--- src/rtl/dpam_pkg.sv ---
// ----------------------------------------------------------------------------
// Dense polynomial add/multiply package
// Shared types, operation codes and the per-cell control bundle.
// ----------------------------------------------------------------------------
package dpam_pkg;

    localparam int COEF_W    = 16;
    localparam int VALUE_W   = 40;
    localparam int EXP_W     = 5;
    localparam int OUT_EXP_W = 6;
    localparam int OP_W      = 2;

    localparam logic [OP_W-1:0] OP_LOAD_A = 2'd0;
    localparam logic [OP_W-1:0] OP_LOAD_B = 2'd1;
    localparam logic [OP_W-1:0] OP_GO     = 2'd2;
    localparam logic [OP_W-1:0] OP_CLEAR  = 2'd3;

    typedef logic signed [COEF_W-1:0]  t_coef;
    typedef logic signed [VALUE_W-1:0] t_value;
    typedef logic [EXP_W-1:0]          t_exp;
    typedef logic [OUT_EXP_W-1:0]      t_out_exp;
    typedef logic [OP_W-1:0]           t_op;

    // Commands broadcast from the controller to every cell of the chain.
    typedef struct packed {
        logic load_a;
        logic load_b;
        logic clear;
        logic rot_a;
        logic rot_b;
        logic acc_clear;
        logic acc_step;
    } t_cell_ctrl;

endpackage

--- src/rtl/dpam_cell.sv ---
// ----------------------------------------------------------------------------
// Polynomial chain cell
// Holds one coefficient of A and of B and one accumulator of the transposed
// convolution chain; A and B can rotate toward cell zero.
// ----------------------------------------------------------------------------
module dpam_cell (
    input  logic                i_clk,
    input  logic                i_rst_n,
    input  dpam_pkg::t_cell_ctrl i_ctrl,
    input  logic                i_sel,
    input  dpam_pkg::t_coef     i_coef,
    input  dpam_pkg::t_coef     i_a_nbr,
    input  dpam_pkg::t_coef     i_b_nbr,
    input  dpam_pkg::t_coef     i_x,
    input  dpam_pkg::t_value    i_acc_nbr,
    output dpam_pkg::t_coef     o_a,
    output dpam_pkg::t_coef     o_b,
    output dpam_pkg::t_value    o_acc,
    output dpam_pkg::t_value    o_acc_n,
    output logic                o_a_hit,
    output logic                o_b_hit
);
    import dpam_pkg::*;

    t_coef              r_a;
    t_coef              n_a;
    t_coef              r_b;
    t_coef              n_b;
    t_value             r_acc;
    t_value             n_acc;
    logic signed [31:0] w_prod;

    assign w_prod = 32'(r_a) * 32'(i_x);

    always_comb begin
        n_a = r_a;
        if (i_ctrl.clear) begin
            n_a = '0;
        end else if (i_ctrl.load_a && i_sel && (r_a == '0)) begin
            n_a = i_coef;
        end else if (i_ctrl.rot_a) begin
            n_a = i_a_nbr;
        end

        n_b = r_b;
        if (i_ctrl.clear) begin
            n_b = '0;
        end else if (i_ctrl.load_b && i_sel && (r_b == '0)) begin
            n_b = i_coef;
        end else if (i_ctrl.rot_b) begin
            n_b = i_b_nbr;
        end

        // Transposed form: each step adds this cell's product to the
        // partial sum handed down from the next cell.
        n_acc = r_acc;
        if (i_ctrl.acc_clear) begin
            n_acc = '0;
        end else if (i_ctrl.acc_step) begin
            n_acc = i_acc_nbr + VALUE_W'(w_prod);
        end
    end

    always_ff @(posedge i_clk) begin
        if (!i_rst_n) begin
            r_a <= '0;
            r_b <= '0;
        end else begin
            r_a <= n_a;
            r_b <= n_b;
        end
    end

    always_ff @(posedge i_clk) begin
        r_acc <= n_acc;
    end

    assign o_a     = r_a;
    assign o_b     = r_b;
    assign o_acc   = r_acc;
    assign o_acc_n = n_acc;
    assign o_a_hit = i_sel && (r_a != '0);
    assign o_b_hit = i_sel && (r_b != '0);

endmodule

--- config.mk ---
export PLATFORM = sky130hd
export DESIGN_NAME = dpam_cell
export DESIGN_NICKNAME = d
export VERILOG_FILES = /design/src/rtl/dpam_pkg.sv /design/src/rtl/dpam_cell.sv
export SDC_FILE = /design/constraint.sdc
export NUM_CORES = 1
export LEC_CHECK = 0
export ABC_CLOCK_PERIOD_IN_PS = 13800
export BUFFER_PORTS_ARGS = -buffer_cell sky130_fd_sc_hd__buf_2
export CORE_ASPECT_RATIO = 0.9
export CORE_MARGIN = 4
export CORE_UTILIZATION = 35
export DETAILED_ROUTE_END_ITERATION = 6
export HOLD_SLACK_MARGIN = 0.1
export SYNTH_ARGS = -nofsm -noshare
export SYNTH_HDL_FRONTEND = slang
export SYNTH_SLANG_ARGS = --single-unit
export TNS_END_PERCENT = 100
--- constraint.sdc ---
create_clock -name i_clk -period 13.8 [get_ports i_clk]
set_input_delay 1.38 -clock i_clk [delete_from_list [all_inputs] [get_ports i_clk]]
set_output_delay 1.38 -clock i_clk [all_outputs]
set_load 0.02 [all_outputs]
==> impl_metrics.tcl <==
set metrics [dict create \
    ctsHtreeMaxLevel 3 \
    timing.fmax_ghz 0.105 \
    async_flop_share 0 \
    synth_flop_cell "dfxtp_1" \
    power_frac_seq 0.096 \
    drv_cap 0 \
    wl_per_cell_um 16.3 \
    clockBufferDepth 2 \
    cpMostUsedCell "fa_1" \
    drive_gt1_frac 0.135 \
    die_h_um 207 \
    ios 228 \
    drc_errors 0 \
    tritoncts "built" \
    p_int_mw 1.36 \
    crit_path_end_kind "primary output" \
    dr.pass1.iters 5 \
    die_area_mm2 0.0474 \
    cts_sinks 72 \
    grt_start_max_net_pins 40 \
    grt_pass1_vias 12700 \
    startpoint_type "primary input" \
    relSlewSlack 0.154 \
    synth_nets 2246 \
    stdcell_count 2424 \
    post_cts_buffers 0 \
    cts_hold_buf 0 \
    place_congestion 0.872 \
    swShare 0.542 \
    finClkSkew_ps 14.2 \
    cp.required_ps 12420 \
    worst_r2r_endpoint "o_acc[37]$_DFF_P_" \
    synth_cells 1687 \
    ctsResizeCount 0 \
    tns_ps 0 \
    hp-start "o_acc[35]$_DFF_P_" \
    peakVddDrop_mv 0.122 \
    synth-seq-cells 72 \
    cp.arrival_ps 8180 \
    hold_class "reg2reg" \
    finalHoldViolCount 0 \
    initial_core_util 0.356 \
    grt_use_total 0.171 \
    final_nets 2422 \
    area_growth_pct 12.6 \
    hpwl_um 33700 \
    cp_slowest_stage_delay_ps 660 \
    min_to "o_acc[35]$_DFF_P_" \
    routed_wl_um 39500 \
    synth_edf_count 0 \
    drt-vias-per-instance 4.93 \
    rrSetupSlack_ps 6320 \
    pwr-share-clk 0.094 \
    powerDensity_mw_per_mm2 171 \
    ant_nets 0 \
    yosysTopAreaCell "fa_1" \
    netlist_area_mm2 0.0154 \
    final-setup-viol-count 0 \
    yosysUniqueCellTypes 59 \
    synthTopCellsByCount "413 x inv_1, 330 x fa_1, 154 x nand2_1, 117 x and2_1, 115 x ha_1" \
    drt_iter0_markers 570 \
    overflow 0 \
    numPortBuffers 227 \
    die_x_um 229 \
    p_leak_nw 9.23 \
    p_sw_mw 1.60 \
    worstSkewPairLatency_ps 370 \
    outcome "finished, final reports clean" \
    min_period_ps 9560 \
    synthTopCellsByArea "fa_1 43%, inv_1 10%, dfxtp_1 9.4%" \
    maxSlewViolCount 0 \
    synth-warning-count 0 \
    num_rows 72 \
    worst_path_max_delay_cell "fa_1" \
    postSynthAreaPerCell_um2 9.12 \
    worstMarginPinSlew_ps 1270 \
    worstPathMaxFanout 16 \
    cts-root-buf "clkbuf_16" \
    timing.rr.start "o_a[15]$_SDFFE_PP0P_" \
    synth.most_common_cell "inv_1" \
    path_cells "buf_2, nand2_1, inv_1, fa_1, fa_1, inv_1, fa_1, fa_1, inv_1, fa_1, inv_1, fa_1, inv_1, ha_1, a21o_1, a21o_1, a311o_1, a22o_1, a31o_1, o41ai_4, nor4b_2, nor4b_2, buf_2" \
    core_mm2 0.0432 \
    rsz0062_at_grt "no" \
    p_comb_frac 0.810 \
    clk_pin_slew_worst_paths_ps 60 \
    antenna_found_initial 3 \
    cts-buffers-inserted 9 \
    crit_type "in2out" \
    hold_path_depth 2 \
    grt_pass1_wl_um 65300 \
    synth_top_area_frac 0.430 \
    power_mw 2.96 \
    vias 11900 \
    fin_crit_sh 0.693 \
    ff2ff_path_depth 21 \
    ys_seq_area_frac 0.0937 \
    dp.cells 2407 \
]
cells in the final DEF, fill, tap and decap left out, drive strengths merged, types with 8 or more instances in the layout:
master,synthesis,layout
a21oi,41,41
nor2,99,99
clkbuf,55,10
nor2b,8,8
nor4,11,11
mux2i,48,48
o21ai,22,22
and2,117,117
buf,12,232
ha,115,115
a21o,13,13
xnor2,24,24
a211oi,37,37
nand3,16,16
inv,413,413
o21bai,9,9
nand2,154,154
dfxtp,72,72
fa,330,330
worst max-delay path, delay by kind of cell:
kind                     cells  cell delay, ps
AO/OA/AOI/OAI                6            1520
buffers and inverters        7            1000
AND/OR/NAND/NOR              3             580
adder cells (fa/ha/maj)      7            3700
cell families after synthesis:
logic type / after synthesis / synth area share
mux: 48 / 0.0312
compound gates: 168 / 0.0767
fa+ha+maj: 445 / 0.523
buf+inv: 480 / 0.118
xor+xnor: 31 / 0.0177
simple gates: 443 / 0.139
flops: 72 / 0.0937
layout make-up:
cell class              instances  area, um^2
diodes                          2        5.00
clock buffers                  10         229
clock inverters                 5         106
fillers                      4367       25900
inverters                     413        1550
multi-input cells            1135       12100
flip-flops and latches         72        1440
well taps                     555         694
repair buffers                232        1170
worst max path at each step:
stage | startpoint | cells after the start | end
floorplan | i_x[1] | 23 | o_acc_n[39]
global placement | i_x[1] | 23 | o_acc_n[39]
detailed placement | i_x[1] | 23 | o_acc_n[39]
CTS | i_x[1] | 23 | o_acc_n[39]
global route | i_x[1] | 23 | o_acc_n[39]
finish | i_x[1] | 23 | o_acc_n[39]
per-layer routing:
metal	up-vias	part of all wire	track usage
met1	6145	0.41	0.215
met2	261	0.53	0.310
met5	-	0.00025	0
met3	35	0.043	0.0284
li1	5496	-	-
met4	2	0.018	0.0426
per-stage QoR:
step           setup WS [ps]  hold slack, ps  utilization  area (um^2)
2_1_floorplan           4720             628            -        15400
3_3_place_gp            4400             477        0.393        17000
3_5_place_dp            4270             472        0.393        17000
4_1_cts                 4230             480        0.400        17300
5_1_grt                 3880             523        0.401        17300
6_report                4240             482        0.401        17300
flip-flops by register name (all words and copies together), names as in the netlist:
signal	count
o_acc	40
o_a	16
o_b	16
power groups by stage:
stage	Clock (mW)	Sequential [mW]	Combinational, mW
after floorplan	0	0.323	1.75
after global placement	0	0.289	2.38
after detailed placement	0	0.290	2.42
after CTS	0.290	0.285	2.43
after global routing	0.298	0.291	2.72
final	0.279	0.284	2.40
Power figures use the tool's default switching activity.
